===== src/rtl/dtr_pkg.sv =====
// Shared types, constants and helper functions of the diatonic transpose block.
package dtr_pkg;

    localparam int NUM_DEG  = 12;
    localparam int NOTE_W   = 7;
    localparam int DEG_W    = 4;
    localparam int STEP_W   = 6;
    localparam int MAP_W    = 24;
    localparam int TONIC_W  = 4;
    localparam int ADDR_W   = 4;
    localparam int DATA_W   = 32;

    localparam logic [NOTE_W-1:0] NOTE_MAX     = 7'd127;
    localparam logic [NOTE_W-1:0] OCTAVE_NOTE  = 7'd12;
    localparam logic [NOTE_W-1:0] FOLD_UP_MAX  = 7'd115;
    localparam logic [DEG_W-1:0]  DEG_LAST     = 4'd11;
    localparam logic [DEG_W-1:0]  SNAP_LIMIT   = 4'd12;
    localparam logic [7:0]        TWO_OCTAVES  = 8'd24;

    typedef logic [1:0] t_code;
    localparam t_code CODE_SNAP_UP = 2'd1;

    typedef enum logic [1:0] {
        REG_SCALE_MAP  = 2'd0,
        REG_TONIC      = 2'd1,
        REG_STEP_COUNT = 2'd2
    } t_reg_idx;

    typedef enum logic {
        RES_NOTE = 1'b0,
        RES_MAP  = 1'b1
    } t_res_sel;

    typedef struct packed {
        logic     load;
        logic     fold;
        logic     deg_load;
        logic     snap;
        logic     tone;
        logic     res_load;
        t_res_sel res_sel;
        logic     push;
    } t_dp_cmd;

    typedef struct packed {
        logic empty;
        logic fold_more;
        logic is_tone;
        logic snap_out;
    } t_dp_status;

    // Remainder by twelve of an 8-bit value, via a reciprocal multiply.
    function automatic logic [DEG_W-1:0] mod12(input logic [7:0] v);
        logic [15:0] prod;
        logic [7:0]  quo;
        logic [7:0]  rem;
        prod = {8'd0, v} * 16'd171;
        quo  = {3'd0, prod[15:11]};
        rem  = v - (quo << 3) - (quo << 2);
        return rem[DEG_W-1:0];
    endfunction

    // A degree is a scale tone when both bits of its code agree.
    function automatic logic [NUM_DEG-1:0] tone_mask(input logic [MAP_W-1:0] map);
        logic [NUM_DEG-1:0] m;
        for (int d = 0; d < NUM_DEG; d++) begin
            m[d] = (map[2*d] == map[2*d+1]);
        end
        return m;
    endfunction

    function automatic logic [DEG_W-1:0] popcount12(input logic [NUM_DEG-1:0] m);
        logic [DEG_W-1:0] c;
        c = '0;
        for (int d = 0; d < NUM_DEG; d++) begin
            c = c + {{(DEG_W-1){1'b0}}, m[d]};
        end
        return c;
    endfunction

endpackage


===== src/rtl/dtr_in_if.sv =====
// Input channel carrying one note transaction.
interface dtr_in_if;
    logic                         valid;
    logic                         ready;
    logic [dtr_pkg::NOTE_W-1:0]   note_in;
    logic                         end_of_pattern;

    modport source(output valid, output note_in, output end_of_pattern, input ready);
    modport sink(input valid, input note_in, input end_of_pattern, output ready);
endinterface


===== src/rtl/dtr_out_if.sv =====
// Output channel carrying one transposed note transaction.
interface dtr_out_if;
    logic                         valid;
    logic                         ready;
    logic [dtr_pkg::NOTE_W-1:0]   note_out;
    logic                         end_of_pattern_out;

    modport source(output valid, output note_out, output end_of_pattern_out, input ready);
    modport sink(input valid, input note_out, input end_of_pattern_out, output ready);
endinterface


===== src/rtl/dtr_regs.sv =====
// APB-style configuration registers: scale map, tonic and step count.
module dtr_regs (
    input  logic                          i_clk,
    input  logic                          i_rst_n,
    input  logic                          psel,
    input  logic                          penable,
    input  logic                          pwrite,
    input  logic [dtr_pkg::ADDR_W-1:0]    paddr,
    input  logic [dtr_pkg::DATA_W-1:0]    pwdata,
    output logic [dtr_pkg::DATA_W-1:0]    prdata,
    output logic                          pready,
    output logic [dtr_pkg::MAP_W-1:0]     o_scale_map,
    output logic [dtr_pkg::TONIC_W-1:0]   o_tonic,
    output logic [dtr_pkg::STEP_W-1:0]    o_step_count
);

    logic [dtr_pkg::MAP_W-1:0]   r_scale_map;
    logic [dtr_pkg::TONIC_W-1:0] r_tonic;
    logic [dtr_pkg::STEP_W-1:0]  r_step_count;
    logic                        w_write;
    dtr_pkg::t_reg_idx           w_idx;

    assign pready  = 1'b1;
    assign w_write = psel & penable & pwrite;
    assign w_idx   = dtr_pkg::t_reg_idx'(paddr[3:2]);

    always_ff @(posedge i_clk) begin
        if (!i_rst_n) begin
            r_scale_map  <= '0;
            r_tonic      <= '0;
            r_step_count <= '0;
        end else if (w_write) begin
            case (w_idx)
                dtr_pkg::REG_SCALE_MAP:  r_scale_map  <= pwdata[dtr_pkg::MAP_W-1:0];
                dtr_pkg::REG_TONIC:      r_tonic      <= pwdata[dtr_pkg::TONIC_W-1:0];
                dtr_pkg::REG_STEP_COUNT: r_step_count <= pwdata[dtr_pkg::STEP_W-1:0];
                default: ;
            endcase
        end
    end

    always_comb begin
        case (w_idx)
            dtr_pkg::REG_SCALE_MAP:
                prdata = {{(dtr_pkg::DATA_W-dtr_pkg::MAP_W){1'b0}}, r_scale_map};
            dtr_pkg::REG_TONIC:
                prdata = {{(dtr_pkg::DATA_W-dtr_pkg::TONIC_W){1'b0}}, r_tonic};
            dtr_pkg::REG_STEP_COUNT:
                prdata = {{(dtr_pkg::DATA_W-dtr_pkg::STEP_W){1'b0}}, r_step_count};
            default:
                prdata = '0;
        endcase
    end

    assign o_scale_map  = r_scale_map;
    assign o_tonic      = r_tonic;
    assign o_step_count = r_step_count;

endmodule


===== src/rtl/dtr_ctrl.sv =====
// Sequencer that steps one note through octave fold, snap, remap and output.
module dtr_ctrl (
    input  logic                i_clk,
    input  logic                i_rst_n,
    input  logic                i_in_valid,
    output logic                o_in_ready,
    input  logic                i_out_ready,
    output logic                o_out_valid,
    input  dtr_pkg::t_dp_status i_status,
    output dtr_pkg::t_dp_cmd    o_cmd
);

    typedef enum logic [2:0] {
        S_IDLE,
        S_FOLD,
        S_SNAP,
        S_TONE,
        S_APPLY,
        S_DONE
    } t_state;

    t_state r_state, n_state;
    logic   r_out_valid, n_out_valid;

    always_comb begin
        n_state = r_state;
        o_cmd   = '0;
        case (r_state)
            S_IDLE: begin
                if (i_in_valid) begin
                    o_cmd.load = 1'b1;
                    n_state    = S_FOLD;
                end
            end
            S_FOLD: begin
                if (i_status.empty) begin
                    o_cmd.res_load = 1'b1;
                    o_cmd.res_sel  = dtr_pkg::RES_NOTE;
                    n_state        = S_DONE;
                end else if (i_status.fold_more) begin
                    o_cmd.fold = 1'b1;
                end else begin
                    o_cmd.deg_load = 1'b1;
                    n_state        = S_SNAP;
                end
            end
            S_SNAP: begin
                if (i_status.is_tone) begin
                    n_state = S_TONE;
                end else if (i_status.snap_out) begin
                    // The map points in a circle: keep the folded note.
                    o_cmd.res_load = 1'b1;
                    o_cmd.res_sel  = dtr_pkg::RES_NOTE;
                    n_state        = S_DONE;
                end else begin
                    o_cmd.snap = 1'b1;
                end
            end
            S_TONE: begin
                o_cmd.tone = 1'b1;
                n_state    = S_APPLY;
            end
            S_APPLY: begin
                o_cmd.res_load = 1'b1;
                o_cmd.res_sel  = dtr_pkg::RES_MAP;
                n_state        = S_DONE;
            end
            S_DONE: begin
                if (!r_out_valid || i_out_ready) begin
                    o_cmd.push = 1'b1;
                    n_state    = S_IDLE;
                end
            end
            default: n_state = S_IDLE;
        endcase
    end

    always_comb begin
        if (o_cmd.push) begin
            n_out_valid = 1'b1;
        end else if (i_out_ready) begin
            n_out_valid = 1'b0;
        end else begin
            n_out_valid = r_out_valid;
        end
    end

    always_ff @(posedge i_clk) begin
        if (!i_rst_n) begin
            r_state     <= S_IDLE;
            r_out_valid <= 1'b0;
        end else begin
            r_state     <= n_state;
            r_out_valid <= n_out_valid;
        end
    end

    assign o_in_ready  = (r_state == S_IDLE);
    assign o_out_valid = r_out_valid;

endmodule


===== src/rtl/dtr_dp.sv =====
// Datapath: note, step magnitude, degree and output registers with their update logic.
module dtr_dp (
    input  logic                          i_clk,
    input  logic [dtr_pkg::MAP_W-1:0]     i_scale_map,
    input  logic [dtr_pkg::TONIC_W-1:0]   i_tonic,
    input  logic [dtr_pkg::STEP_W-1:0]    i_step_count,
    input  logic [dtr_pkg::NOTE_W-1:0]    i_note_in,
    input  logic                          i_eop,
    input  dtr_pkg::t_dp_cmd              i_cmd,
    output dtr_pkg::t_dp_status           o_status,
    output logic [dtr_pkg::NOTE_W-1:0]    o_note_out,
    output logic                          o_eop_out
);

    localparam int NOTE_W = dtr_pkg::NOTE_W;
    localparam int DEG_W  = dtr_pkg::DEG_W;
    localparam int STEP_W = dtr_pkg::STEP_W;

    logic [NOTE_W-1:0]  r_note;
    logic               r_eop;
    logic               r_neg;
    logic [STEP_W-1:0]  r_mag;
    logic [DEG_W-1:0]   r_deg;
    logic [DEG_W-1:0]   r_snap_cnt;
    logic [DEG_W-1:0]   r_newtone;
    logic [NOTE_W-1:0]  r_res;
    logic [NOTE_W-1:0]  r_out_note;
    logic               r_out_eop;

    logic [dtr_pkg::NUM_DEG-1:0] w_mask;
    logic [DEG_W-1:0]            w_ndia;
    logic [DEG_W-1:0]            w_rank [dtr_pkg::NUM_DEG];
    dtr_pkg::t_code              w_code;
    logic [STEP_W-1:0]           w_abs;
    logic [NOTE_W-1:0]           w_fold_note;
    logic [DEG_W-1:0]            w_snap_deg;
    logic [7:0]                  w_deg_sum;
    logic signed [5:0]           w_newtone;
    logic [DEG_W-1:0]            w_newdeg;
    logic signed [5:0]           w_chroma;
    logic signed [8:0]           w_sum;
    logic [NOTE_W-1:0]           w_apply;

    assign w_mask = dtr_pkg::tone_mask(i_scale_map);
    assign w_ndia = dtr_pkg::popcount12(w_mask);
    assign w_code = i_scale_map[{r_deg, 1'b0} +: 2];

    // Rank of each degree among the scale tones below it.
    always_comb begin
        logic [DEG_W-1:0] cnt;
        cnt = '0;
        for (int d = 0; d < dtr_pkg::NUM_DEG; d++) begin
            w_rank[d] = cnt;
            cnt = cnt + {{(DEG_W-1){1'b0}}, w_mask[d]};
        end
    end

    assign w_abs = i_step_count[STEP_W-1] ? (~i_step_count + 1'b1) : i_step_count;

    // One octave move per fold, clamped to the MIDI range.
    always_comb begin
        if (r_neg) begin
            w_fold_note = (r_note < dtr_pkg::OCTAVE_NOTE) ? '0
                                                          : r_note - dtr_pkg::OCTAVE_NOTE;
        end else begin
            w_fold_note = (r_note > dtr_pkg::FOLD_UP_MAX) ? dtr_pkg::NOTE_MAX
                                                          : r_note + dtr_pkg::OCTAVE_NOTE;
        end
    end

    assign w_deg_sum = {1'b0, r_note} + dtr_pkg::TWO_OCTAVES - {4'd0, i_tonic};

    always_comb begin
        if (w_code == dtr_pkg::CODE_SNAP_UP) begin
            w_snap_deg = (r_deg == dtr_pkg::DEG_LAST) ? '0 : r_deg + 1'b1;
        end else begin
            w_snap_deg = (r_deg == '0) ? dtr_pkg::DEG_LAST : r_deg - 1'b1;
        end
    end

    // New tone index, wrapped once into the scale.
    always_comb begin
        logic signed [5:0] steps;
        logic signed [5:0] raw;
        steps = r_neg ? -$signed({2'b00, r_mag[DEG_W-1:0]})
                      : $signed({2'b00, r_mag[DEG_W-1:0]});
        raw   = $signed({2'b00, w_rank[r_deg]}) + steps;
        if (raw < 0) begin
            w_newtone = raw + $signed({2'b00, w_ndia});
        end else if (raw >= $signed({2'b00, w_ndia})) begin
            w_newtone = raw - $signed({2'b00, w_ndia});
        end else begin
            w_newtone = raw;
        end
    end

    always_comb begin
        w_newdeg = '0;
        for (int d = 0; d < dtr_pkg::NUM_DEG; d++) begin
            if (w_mask[d] && (w_rank[d] == r_newtone)) begin
                w_newdeg = DEG_W'(d);
            end
        end
    end

    always_comb begin
        w_chroma = $signed({2'b00, w_newdeg}) - $signed({2'b00, r_deg});
        if (!r_neg && (r_mag != '0) && (w_chroma < 0)) begin
            w_chroma = w_chroma + 6'sd12;
        end else if (r_neg && (r_mag != '0) && (w_chroma > 0)) begin
            w_chroma = w_chroma - 6'sd12;
        end
        w_sum = $signed({2'b00, r_note}) + {{3{w_chroma[5]}}, w_chroma};
        if (w_sum > 9'sd127) begin
            w_sum = w_sum - 9'sd12;
        end else if (w_sum < 0) begin
            w_sum = w_sum + 9'sd12;
        end
        w_apply = w_sum[NOTE_W-1:0];
    end

    always_ff @(posedge i_clk) begin
        if (i_cmd.load) begin
            r_note <= i_note_in;
            r_eop  <= i_eop;
            r_neg  <= i_step_count[STEP_W-1];
            r_mag  <= w_abs;
        end
        if (i_cmd.fold) begin
            r_note <= w_fold_note;
            r_mag  <= r_mag - {2'b00, w_ndia};
        end
        if (i_cmd.deg_load) begin
            r_deg      <= dtr_pkg::mod12(w_deg_sum);
            r_snap_cnt <= '0;
        end
        if (i_cmd.snap) begin
            r_deg      <= w_snap_deg;
            r_snap_cnt <= r_snap_cnt + 1'b1;
        end
        if (i_cmd.tone) begin
            r_newtone <= w_newtone[DEG_W-1:0];
        end
        if (i_cmd.res_load) begin
            r_res <= (i_cmd.res_sel == dtr_pkg::RES_NOTE) ? r_note : w_apply;
        end
        if (i_cmd.push) begin
            r_out_note <= r_res;
            r_out_eop  <= r_eop;
        end
    end

    assign o_status.empty     = (w_ndia == '0);
    assign o_status.fold_more = ({2'b00, w_ndia} <= r_mag);
    assign o_status.is_tone   = w_mask[r_deg];
    assign o_status.snap_out  = (r_snap_cnt == dtr_pkg::SNAP_LIMIT);

    assign o_note_out = r_out_note;
    assign o_eop_out  = r_out_eop;

endmodule


===== src/rtl/diatonic_transpose.sv =====
// Top level of the diatonic transpose block.
// Each note transaction is taken only while the sequencer is idle and is then worked on
// alone: a load, one fold per octave (the octave count is floor(|step_count| / tones in
// the scale), up to 32 with a one-tone scale), snap moves onto a scale tone (up to 12
// moves), tone remapping in the tone and apply states and a hand-over of the result to
// the output register. An empty scale skips the fold, snap and remap steps. A map whose
// snaps run in a circle gives up after 12 moves without remapping. The hand-over waits
// for as long as the output register still holds a result that has not been taken. The
// output register lets the next note be taken while the previous result still waits.
module diatonic_transpose (
    input  logic                          i_clk,
    input  logic                          i_rst_n,
    input  logic                          psel,
    input  logic                          penable,
    input  logic                          pwrite,
    input  logic [dtr_pkg::ADDR_W-1:0]    paddr,
    input  logic [dtr_pkg::DATA_W-1:0]    pwdata,
    output logic [dtr_pkg::DATA_W-1:0]    prdata,
    output logic                          pready,
    dtr_in_if.sink                        i_note_ch,
    dtr_out_if.source                     o_note_ch
);

    logic [dtr_pkg::MAP_W-1:0]   w_scale_map;
    logic [dtr_pkg::TONIC_W-1:0] w_tonic;
    logic [dtr_pkg::STEP_W-1:0]  w_step_count;
    dtr_pkg::t_dp_cmd            w_cmd;
    dtr_pkg::t_dp_status         w_status;

    dtr_regs u_regs (
        .i_clk        (i_clk),
        .i_rst_n      (i_rst_n),
        .psel         (psel),
        .penable      (penable),
        .pwrite       (pwrite),
        .paddr        (paddr),
        .pwdata       (pwdata),
        .prdata       (prdata),
        .pready       (pready),
        .o_scale_map  (w_scale_map),
        .o_tonic      (w_tonic),
        .o_step_count (w_step_count)
    );

    dtr_ctrl u_ctrl (
        .i_clk       (i_clk),
        .i_rst_n     (i_rst_n),
        .i_in_valid  (i_note_ch.valid),
        .o_in_ready  (i_note_ch.ready),
        .i_out_ready (o_note_ch.ready),
        .o_out_valid (o_note_ch.valid),
        .i_status    (w_status),
        .o_cmd       (w_cmd)
    );

    dtr_dp u_dp (
        .i_clk        (i_clk),
        .i_scale_map  (w_scale_map),
        .i_tonic      (w_tonic),
        .i_step_count (w_step_count),
        .i_note_in    (i_note_ch.note_in),
        .i_eop        (i_note_ch.end_of_pattern),
        .i_cmd        (w_cmd),
        .o_status     (w_status),
        .o_note_out   (o_note_ch.note_out),
        .o_eop_out    (o_note_ch.end_of_pattern_out)
    );

endmodule


===== src/flat_wrapper.sv =====
// flat-port wrapper written by rule: the top's interface ports become plain ports
module diatonic_transpose_flat 
  (i_clk, i_rst_n, psel, penable, pwrite, paddr, pwdata, prdata, pready, i_note_ch_valid, i_note_ch_note_in, i_note_ch_end_of_pattern, i_note_ch_ready, o_note_ch_valid, o_note_ch_note_out, o_note_ch_end_of_pattern_out, o_note_ch_ready);
  dtr_in_if i_note_ch_i ();
  dtr_out_if o_note_ch_i ();
  input  logic i_clk;
  input  logic i_rst_n;
  input  logic psel;
  input  logic penable;
  input  logic pwrite;
  input  logic [dtr_pkg::ADDR_W-1:0] paddr;
  input  logic [dtr_pkg::DATA_W-1:0] pwdata;
  output logic [dtr_pkg::DATA_W-1:0] prdata;
  output logic pready;
  input wire logic [$bits(i_note_ch_i.valid)-1:0] i_note_ch_valid;
  input wire logic [$bits(i_note_ch_i.note_in)-1:0] i_note_ch_note_in;
  input wire logic [$bits(i_note_ch_i.end_of_pattern)-1:0] i_note_ch_end_of_pattern;
  output wire logic [$bits(i_note_ch_i.ready)-1:0] i_note_ch_ready;
  output wire logic [$bits(o_note_ch_i.valid)-1:0] o_note_ch_valid;
  output wire logic [$bits(o_note_ch_i.note_out)-1:0] o_note_ch_note_out;
  output wire logic [$bits(o_note_ch_i.end_of_pattern_out)-1:0] o_note_ch_end_of_pattern_out;
  input wire logic [$bits(o_note_ch_i.ready)-1:0] o_note_ch_ready;
  assign i_note_ch_i.valid = i_note_ch_valid;
  assign i_note_ch_i.note_in = i_note_ch_note_in;
  assign i_note_ch_i.end_of_pattern = i_note_ch_end_of_pattern;
  assign i_note_ch_ready = i_note_ch_i.ready;
  assign o_note_ch_valid = o_note_ch_i.valid;
  assign o_note_ch_note_out = o_note_ch_i.note_out;
  assign o_note_ch_end_of_pattern_out = o_note_ch_i.end_of_pattern_out;
  assign o_note_ch_i.ready = o_note_ch_ready;
  diatonic_transpose u_core (.i_clk(i_clk), .i_rst_n(i_rst_n), .psel(psel), .penable(penable), .pwrite(pwrite), .paddr(paddr), .pwdata(pwdata), .prdata(prdata), .pready(pready), .i_note_ch(i_note_ch_i), .o_note_ch(o_note_ch_i));
endmodule

===== config.mk =====
export PLATFORM = sky130hd
export DESIGN_NAME = diatonic_transpose_flat
export DESIGN_NICKNAME = d
export VERILOG_FILES = /design/src/rtl/dtr_pkg.sv /design/src/rtl/dtr_in_if.sv /design/src/rtl/dtr_out_if.sv /design/src/rtl/dtr_regs.sv /design/src/rtl/dtr_ctrl.sv /design/src/rtl/dtr_dp.sv /design/src/rtl/diatonic_transpose.sv /design/src/flat_wrapper.sv
export SDC_FILE = /design/constraint.sdc
export NUM_CORES = 1
export LEC_CHECK = 0
export ABC_CLOCK_PERIOD_IN_PS = 17300
export BUFFER_PORTS_ARGS = -buffer_cell sky130_fd_sc_hd__buf_2
export CAP_MARGIN = 30
export CORE_MARGIN = 1.5
export CORE_UTILIZATION = 60
export CTS_CLUSTER_DIAMETER = 50
export DETAILED_ROUTE_END_ITERATION = 6
export PLACE_DENSITY = 0.81
export RECOVER_POWER = 25
export SYNTH_ARGS = -nofsm -noshare
export SYNTH_HDL_FRONTEND = slang
export SYNTH_SLANG_ARGS = --single-unit

===== constraint.sdc =====
create_clock -name i_clk -period 17.3 [get_ports i_clk]
set_clock_uncertainty 0.15 [all_clocks]
set_input_delay 2.595 -clock i_clk [delete_from_list [all_inputs] [get_ports i_clk]]
set_output_delay 2.595 -clock i_clk [all_outputs]
set_load 0.02 [all_outputs]

Word level (Yosys, flattened, before mapping)
Index checks and enable logic that the tools add are counted.
{ "totals": {"reg_bits": 80, "input_bits": 51, "output_inout_bits": 43, "word_cells": 196} }
{ "op_classes": {"add_sub_neg": 32, "multipliers": 1, "n_lt_le_gt_ge": 11, "eq_ne": 37, "n_shift": 1, "n_mux": 65, "bitwise_logic": 4, "n_reduce_logical": 30} }
{ "ops": {"columns": ["cell", "n"], "rows": [
  ["4-bit 2-to-1 mux", 19],
  ["24-bit case mux with 3 select lines", 1],
  ["7-bit 2-to-1 mux", 8],
  ["6-bit 2-to-1 mux", 6],
  ["4-bit by 1-bit adder with 4-bit output", 8],
  ["4-bit equality test", 8],
  ["24-bit by 6-bit variable part select with 2-bit output", 1],
  ["3-bit 2-to-1 mux", 6],
  ["3-bit case mux with 6 select lines", 1],
  ["4-bit binary-select mux with 4-bit select", 1],
  ["1-bit logical AND", 15],
  ["1-bit 2-to-1 mux", 14],
  ["2-bit 2-to-1 mux", 7],
  ["8-bit by 8-bit multiplier with 13-bit output, second input constant", 1],
  ["1-bit equality test", 12],
  ["4-bit subtractor", 3],
  ["8-bit by 6-bit adder with 9-bit output", 1],
  ["9-bit by 8-bit greater-than comparator with 1-bit output, second input constant", 1],
  ["9-bit by 1-bit < comparator with 1-bit output, second input constant", 1],
  ["4-bit by 1-bit adder with 4-bit output, second input constant", 2],
  ["7-bit by 5-bit adder with 8-bit output, second input constant", 1],
  ["4-bit equality test, second input constant", 2],
  ["4-bit logical NOT", 2],
  ["8-bit by 4-bit subtractor with 8-bit output", 1],
  ["48 further kinds", 59]
]} }

Longest topological paths before layout
Gate-level depths: netlist of run 1.
{ "depth": {"word_depth": 24, "depth_mapped": 41, "depth_no_buf": 40} }

Hierarchy
Synthesis of run 1 repeated with hierarchy kept, for this count alone.
{ "hier_totals": {"hier_cells": 1112, "area_unflattened_um2": 9628.0} }
{ "by_module_without_submodules": {"columns": ["mod", "instances", "cells_per_inst", "area_each_um2", "seq_area_each_um2"], "rows": [
  ["dtr_dp", 1, 880, 7593.5, 1261.2],
  ["dtr_regs", 1, 188, 1689.1, 680.7],
  ["dtr_ctrl", 1, 44, 345.3, 80.1]
]} }

Least setup slack after synthesis of run 1
OpenSTA, ideal clock, no wires.
{ "synth_path": {"kind": "register to register", "from": "register u_core.u_regs.r_scale_map, in the netlist u_core.u_regs.o_scale_map[0]", "to": "register u_core.u_dp.r_res[5] (data pin)", "setup_time_ns": 0.163, "t_arrival_ns": 9.278, "required_time_ns": 16.987, "setup_slack_ns": 7.709, "path_stages_with_launch": 41, "path_buffers": 0, "synth_period_minus_slack_ns": 9.591, "path_cell_list": "dfxtp_1 > xnor2_1 > xor2_1 > ha_1 > ha_1 > fa_1 > ha_1 > ha_1 > ha_1 > ha_1 > ha_1 > ha_1 > nand2_1 > nor4_1 > o21ai_0 > a31oi_1 > a311o_1 > xnor2_1 > [5 not listed] > or3_1 > and2_1 > inv_1 > ha_1 > nand3_1 > nand3_1 > mux2i_1 > xnor2_1 > ha_1 > nor2b_1 > o21ai_0 > a21boi_0 > nor2_1 > o21ai_0 > xnor2_1 > or4_1 > a211o_1 > o221ai_1"} }
{ "synth_via": {"elab_chain_len": 24, "elab_cells_between_ends": 65, "cone_classes": "16 x add/sub; 4 x order compare; 12 x eq/ne; 20 x mux; 13 x reduce/logical"} }
{ "synth_lines": {"columns": ["item", "line", "text"], "rows": [
  ["start, declared", "dtr_regs.sv:17", "logic [dtr_pkg::MAP_W-1:0] r_scale_map;"],
  ["start signal, assigned", "dtr_regs.sv:34", "dtr_pkg::REG_SCALE_MAP: r_scale_map <= pwdata[dtr_pkg::MAP_W-1:0];"],
  ["1-bit equality test *", "dtr_pkg.sv:67", "m[d] = (map[2*d] == map[2*d+1]);"],
  ["1-bit by 1-bit adder with 2-bit output or 1-bit by 4-bit equality test with 1-bit output (tied branches)", "dtr_dp.sv:54, dtr_dp.sv:100", null],
  ["2-bit by 1-bit adder with 3-bit output, or another cell as far along", "dtr_dp.sv:54", "cnt = cnt + {{(DEG_W-1){1'b0}}, w_mask[d]};"],
  ["3-bit by 1-bit adder with 4-bit output, or another cell as far along", "dtr_dp.sv:54", null],
  ["4-bit by 1-bit adder with 4-bit output, or another cell as far along (7 in series)", "dtr_dp.sv:54", null],
  ["4-bit equality test, or another cell as far along", "dtr_dp.sv:100", "if (w_mask[d] && (w_rank[d] == r_newtone)) begin"],
  ["1-bit logical AND or 4-bit 2-to-1 mux (tied branches)", "dtr_dp.sv:100", null],
  ["4-bit 2-to-1 mux", "dtr_dp.sv:100", null],
  ["[2 not listed]", null, null],
  ["1-bit logical AND", "dtr_dp.sv:110", "end else if (r_neg && (r_mag != '0) && (w_chroma > 0)) begin"],
  ["6-bit 2-to-1 mux", "dtr_dp.sv:110", null],
  ["6-bit 2-to-1 mux", "dtr_dp.sv:108", "if (!r_neg && (r_mag != '0) && (w_chroma < 0)) begin"],
  ["8-bit by 6-bit adder with 9-bit output", "dtr_dp.sv:113", "w_sum = $signed({2'b00, r_note}) + {{3{w_chroma[5]}}, w_chroma};"],
  ["9-bit by 1-bit < comparator with 1-bit output or 7-bit by 5-bit adder with 7-bit output (tied branches)", "dtr_dp.sv:116, dtr_dp.sv:117", null],
  ["7-bit 2-to-1 mux", "dtr_dp.sv:116", "end else if (w_sum < 0) begin"],
  ["7-bit 2-to-1 mux", "dtr_dp.sv:114", "if (w_sum > 9'sd127) begin"],
  ["7-bit 2-to-1 mux *", "dtr_dp.sv:145", "r_res <= (i_cmd.res_sel == dtr_pkg::RES_NOTE) ? r_note : w_apply;"],
  ["end signal, assigned", "dtr_dp.sv:145", null],
  ["end, declared", "dtr_dp.sv:26", "logic [NOTE_W-1:0] r_res;"]
]} }
Every way passes the cells marked *; elsewhere a longest branch is shown, timed or not. The select of a mux whose other input is x is not followed.
A chain may end at the register's enable or synchronous reset.

Worst setup path in the final report of run 1
Same ends and word-level chain as after synthesis.

==> summary.txt, run 1 <==
Die
  • Die Width: 125 um
  • Core area: 0.0145 mm^2
  • Die footprint: 0.0155 mm^2
  • Rows: 44
  • Io pins: 94
  • Chip height: 125 um
  • Initial core utilization: 0.614

Detailed routing
  • Post-route DRC violation count: 0
  • Via Count: 7397
  • Total wire length: 20200 um
  • Routed wire per std cell: 16.0 um
  • First DRT Iteration DRCs: 494
  • Remaining antenna violation count: 0
  • Drt pass-1 iters: 5
  • Vias per Instance: 5.86

CTS
  • H-tree depth: 3
  • Post-CTS Setup Inserts: 0
  • Cts bufs inserted: 9
  • # hold bufs at CTS: 0
  • Clock Sinks: 80
  • Root Driver: clkbuf_16
  • Worst-path clk slew: 0.06 ns
  • Clk_lat worst skew: 0.35 ns
  • Resize count post-CTS: 0
  • Max Buffers Root-to-Sink: 2
  • CTS tree: built

GRT
  • Initial antenna violation count: 0
  • Remaining Overflow, GRT: 0
  • Vias in the first global route: 7127
  • Largest net degree at the start of global routing: 34
  • GRT Total Usage: 0.261
  • Global-route wire length before repair: 33400 um

Critical path
  • Critical Path Sink Type: register
  • CP max stage cell: or4_1
  • Crit path from: u_core.u_regs.o_scale_map[0]
  • CP Data Arrival Time: 10.88 ns
  • CP Class: reg -> reg
  • Crit path required time: 17.33 ns
  • Critical path peak fanout: 9
  • Critical Path Most Common Cell: ha_1
  • Worst r2r src: u_core.u_regs.o_scale_map[0]
  • CP max stage delay: 0.60 ns
  • CP Launch Type: register

Outcome
  • Status: finished clean

Synthesis
  • Mapped cell area: 0.00888 mm^2
  • Top-area cell type share of the netlist area: 0.148
  • Mux cell area share after synthesis: 0.0699
  • FF+latch count, synth: 80
  • Post-synthesis cell count: 1024
  • Synth warnings: 0
  • Asr flop ratio synth: 0
  • Post-synthesis compound-gate area fraction: 0.146
  • EDFF count, synth: 42
  • Synth Area in XOR/XNOR: 0.123
  • Sequential share of the synthesized area: 0.228
  • Avg Inst Size Synth: 8.68 um^2
  • Post-Synth Adder-Cell Area: 0.191
  • Post-synth top flop: edfxtp_1
  • Largest cells by area after synthesis: ha_1 15%, edfxtp_1 14%, dfxtp_1 8.6%, xnor2_1 6.9%, nand2_1 4.8%
  • Largest family of logic cells by synthesized area: adder cells
  • Post-synth top area cell: ha_1
  • Simple-Gate Fraction of Synth Area: 0.181
  • Synth top cells by count: 114 x nand2_1, 105 x ha_1, 80 x inv_1
  • Most common cell in the netlist: nand2_1
  • Post-synthesis cell type count: 75

Worst hold path
  • Hold Path Class: reg -> reg
  • Hold wc startpoint: u_core.u_dp.r_res[3]

Cells and area
  • Area growth syn-to-layout: 7.80%
  • Antenna Cells: 0
  • Layout cells sized above 1: 0.107
  • Nets@finish: 1249

STA
  • Max-slew headroom: 0.407
  • Finish-stage setup viols: 0
  • FMAX: 92.2 MHz
  • Setup TNS: 0 ns
  • Fin. max-slew vios: 0
  • Final hold viol count: 0
  • Worst-Margin Slew: 0.888 ns
  • RSZ-0062 raised after global routing: no
  • Minimum clock period: 10.85 ns
  • Tcrit/Tclk final: 0.627

Placement
  • DP Wirelength: 15600 um
  • RD Place Congestion: 0.909
  • Port buffer count: 74

Run
  • Number of max-cap violations: 0
## flip-flops by register name (all words and copies together) (netlist names), 6 cells and up
name / flops
u_core.u_dp.o_note_out: 7
u_core.u_dp.r_mag: 6
u_core.u_dp.r_note: 7
u_core.u_regs.o_scale_map: 24
u_core.u_regs.o_step_count: 6
u_core.u_dp.r_res: 7
## layout by cell type, fill, tap and decap left out, types with 5 or more instances in the layout
master	instances
a31oi_1	7
mux4_2	6
nand2b_1	17
buf_2	65
o22ai_1	5
nand2_1	114
and2_1	23
nor3_1	25
nor2_1	56
a21oi_1	45
nor4_1	6
xor2_1	34
fa_1	19
or3_1	5
ha_1	105
mux2_2	9
o211ai_1	6
edfxtp_1	42
nor3b_1	7
a211oi_1	6
nand3b_1	7
mux2i_1	34
a21o_1	15
and3_1	9
a21boi_0	25
nand3_1	25
xnor2_1	70
inv_1	81
clkbuf_1	10
dfxtp_1	38
nor2b_1	13
o21ai_0	40
clkbuf_16	9
nand4_1	7
o21a_1	7
conb_1	9
## critical path, delay by kind of cell, from the launching register on
kind | cells | cell delay (ns)
fa+ha+maj | 12 | 4.23
compound gates | 12 | 2.42
simple gates | 9 | 1.75
xor+xnor | 5 | 1.44
flops | 1 | 0.34
mux | 1 | 0.26
buf+inv | 1 | 0.08
## kinds of logic (layout without fill, tap and decap cells)
group / Yosys count / after routing
other: 2 / 9
multiplexers: 52 / 52
buffers and inverters: 130 / 178
XOR/XNOR: 113 / 113
AND/OR/NAND/NOR: 327 / 327
flip-flops: 80 / 80
AO/OA/AOI/OAI: 196 / 196
adder cells (fa/ha/maj): 124 / 124
## layer usage
| layer | track usage | up-vias | share of wire |
|---|---|---|---|
| li1 | - | 3692 | - |
| met1 | 0.352 | 3507 | 0.46 |
| met2 | 0.439 | 180 | 0.48 |
| met3 | 0.0391 | 18 | 0.051 |
| met4 | 0.0676 | 0 | 0.012 |
| met5 | 0 | - | 0 |
## final cells by class
cell class                      count  area, um^2
Tap cell                          184         230
Fill cell                        1203        4900
Timing Repair Buffer               79         393
Multi-Input combinational cell    821        6350
Inverter                           83         312
Sequential cell                    80        2020
Clock inverter                      7        47.5
Clock buffer                        9         225
## through the flow
| step | instances | instance area (um^2) | utilization | hold slack, ns | setup slack [ns] |
|---|---|---|---|---|---|
| floorplan | 1031 | 8910 | - | 0.250 | 7.71 |
| global placement | 1245 | 9300 | 0.643 | 0.251 | 6.84 |
| detailed placement | 1247 | 9320 | 0.643 | 0.256 | 6.58 |
| CTS | 1263 | 9590 | 0.662 | 0.271 | 6.53 |
| global route | 1263 | 9580 | 0.661 | 0.281 | 5.73 |
| finish | 1263 | 9580 | 0.661 | 0.272 | 6.45 |
## worst paths after layout
check | to | cells after the start | slack (ns)
hold reg to reg | u_core.u_dp.o_note_out[3] | 0 | 0.27
setup / recovery | u_core.u_dp.r_res[5] | 40 | 6.45
hold / removal | u_core.u_dp.o_note_out[3] | 0 | 0.27
setup reg to reg | u_core.u_dp.r_res[5] | 40 | 6.45
Power of run 1 is not shown: default switching activity piles up to over one toggle a cycle in this logic, so the estimate is an artifact.
==> inputs of run 2 (changes only) <==
- ABC_CLOCK_PERIOD_IN_PS: 17300 -> 9700
- CORE_UTILIZATION: 60 -> 55
- PLACE_DENSITY: 0.81 -> 0.78
- clock period: 17.3 -> 9.7 ns (I/O delays scaled with it)
==> run 2 against run 1 <==
  * Register-to-register slack worse by 5.9 ns
  * Critical path depth is the same
  * Worst hold slack got worse by 0.0042 ns
  * Global-route usage shrank 0.30 points
  * Via count grew 1.4%
  * Core utilization fell by 3.0 points
  * Non-clock buffer count up 26
  * Sequential cell count is the same
  * First-iteration DRC count grew 4.9%
  * Count of clock-buffer cells in the layout up 3
  * Die area rose by 8.9%
  * Fmax increased by 18%
==> summary.txt, run 2 (synthesized netlist as in run 1, its figures left out) <==
Critical path
  • Critical Path Sink Type: register
  • Crit path required time: 9.63 ns (-7.70 ns)
  • CP Launch Type: register
  • CP Data Arrival Time: 9.09 ns (-1.79 ns)
  • Critical path peak fanout: 4 (-5)
  • CP max stage cell: ha_1
  • CP Class: reg -> reg
  • Critical Path Most Common Cell: ha_1
  • CP max stage delay: 0.38 ns (-0.22 ns)
  • Worst-case reg-to-reg path depth: 40 (unchanged)

Cells and area
  • Nets@finish: 1275 (+2.1%)
  • Most common cell after layout, fill and taps aside: nand2_1
  • Filler cell count: 1331 (+11%)
  • Antenna Cells: 0 (unchanged)
  • Max FFs per register: 24 (unchanged)
  • Area growth syn-to-layout: 12.4%
  • Post-layout util: 0.631 (-0.0304)
  • Non-filler instance count after layout: 1321 (+4.6%)
  • Layout cells sized above 1: 0.139 (+0.0328)
  • Commonest cells after routing, fill and taps aside: 113 x nand2_1, 96 x ha_1, 80 x inv_1, 68 x xnor2_1, 62 x buf_2

Placement
  • Post-Place Cells: 1304 (+4.6%)
  • DP Wirelength: 16000 um (+2.6%)
  • Port buffer count: 74 (unchanged)
  • RD Place Congestion: 0.891 (-2.0%)

GRT
  • Remaining Overflow, GRT: 0 (unchanged)
  • GRT Total Usage: 0.258 (-0.00299)
  • Initial antenna violation count: 1 (+1)
  • Global-route wire length before repair: 34400 um (+3.0%)
  • Vias in the first global route: 7117 (-0.14%)
  • Largest net degree at the start of global routing: 34 (unchanged)

CTS
  • Max Buffers Root-to-Sink: 2 (unchanged)
  • Worst-path clk slew: 0.06 ns (about the same)
  • Cts bufs inserted: 9 (unchanged)
  • Root Driver: clkbuf_16
  • Clock Sinks: 80 (unchanged)
  • # hold bufs at CTS: 0 (unchanged)
  • CTS tree: built
  • Clk_lat worst skew: 0.35 ns (about the same)
  • H-tree depth: 3 (unchanged)

Detailed routing
  • First DRT Iteration DRCs: 518 (+4.9%)
  • Vias per Instance: 5.68 (-3.1%)
  • Via Count: 7500 (+1.4%)
  • Routed wire per std cell: 15.8 um (-0.75%)
  • Remaining antenna violation count: 0 (unchanged)
  • Post-route DRC violation count: 0 (unchanged)
  • Total wire length: 20900 um (+3.8%)
  • Drt pass-1 iters: 5 (unchanged)

Worst hold path
  • Hold Path Class: reg -> reg
  • Hold depth: 0 (unchanged)

STA
  • Tcrit/Tclk final: 0.944 (+0.317)
  • Minimum clock period: 9.16 ns (-1.69 ns)
  • RSZ-0062 raised after global routing: no
  • Worst-Margin Slew: 1.23 ns (+0.342 ns)
  • Finish-stage setup viols: 0 (unchanged)
  • FMAX: 109 MHz (+18%)
  • Final hold viol count: 0 (unchanged)
  • Fin. max-slew vios: 0 (unchanged)
  • Max-slew headroom: 0.180 (-0.227)

Die
  • Die footprint: 0.0169 mm^2 (+8.9%)
  • Rows: 46 (+4.5%)
  • Chip height: 130 um (+4.3%)
  • Die Width: 130 um (+4.3%)
  • Initial core utilization: 0.561 (-0.0523)
  • Io pins: 94 (unchanged)
  • Core area: 0.0158 mm^2 (+9.3%)

Run
  • Number of max-cap violations: 0 (unchanged)

Outcome
  • Status: finished clean
[run 2: path summary, 6_finish.rpt]
check | startpoint | end | slack, ns
min | u_core.u_dp.r_res[5] | u_core.u_dp.o_note_out[5] | 0.27
max reg2reg | u_core.u_regs.o_scale_map[0] | u_core.u_dp.r_res[3] | 0.54
max | u_core.u_regs.o_scale_map[0] | u_core.u_dp.r_res[3] | 0.54
min reg2reg | u_core.u_dp.r_res[5] | u_core.u_dp.o_note_out[5] | 0.27
[run 2: what timing repair did]
action / CTS / global route
resized for setup: 4 / 20
pin swaps: 3 / 4
endpoints found under the setup margin: 4 / 5
setup buffers: 1 / 0
[run 2: cell type report]
| cell class | instances | area [um^2] | area share |
|---|---|---|---|
| Multi-Input combinational cell | 821 | 6510 | 0.652 |
| Inverter | 83 | 312 | 0.0312 |
| Tap cell | 216 | 270 | 0.0271 |
| Timing Repair Buffer | 105 | 584 | 0.0585 |
| Sequential cell | 80 | 2020 | 0.202 |
| Clock inverter | 4 | 53.8 | 0.00539 |
| Clock buffer | 12 | 236 | 0.0237 |
[run 2: routing by layer]
metal | track usage | vias to the layer above | routed length, um
met3 | 0.0472 | 22 | 1360
met1 | 0.354 | 3531 | 9550
met2 | 0.421 | 224 | 9770
met4 | 0.0660 | 0 | 251
met5 | 0 | - | 0
li1 | - | 3723 | -
[run 2: stage by stage]
step | worst slack [ns] | setup TNS [ns] | cell area (um^2) | hold WS (ns)
global route | 0.0105 | 0 | 9990 | 0.272
CTS | 0.0272 | 0 | 9860 | 0.269
detailed placement | -0.108 | -0.205 | 9540 | 0.255
finish | 0.540 | 0 | 9990 | 0.267
global placement | 0.124 | 0 | 9530 | 0.251
floorplan | 0.109 | 0 | 8910 | 0.250
[run 2: critical path: cells and delay by family, from the launching register on]
family | cells | cell delay [ns]
compound gates | 10 | 1.78
xor+xnor | 5 | 1.08
flops | 1 | 0.36
buf+inv | 1 | 0.07
mux | 1 | 0.11
simple gates | 10 | 1.68
fa+ha+maj | 13 | 3.65
Power of run 2 is left out for the same reason.
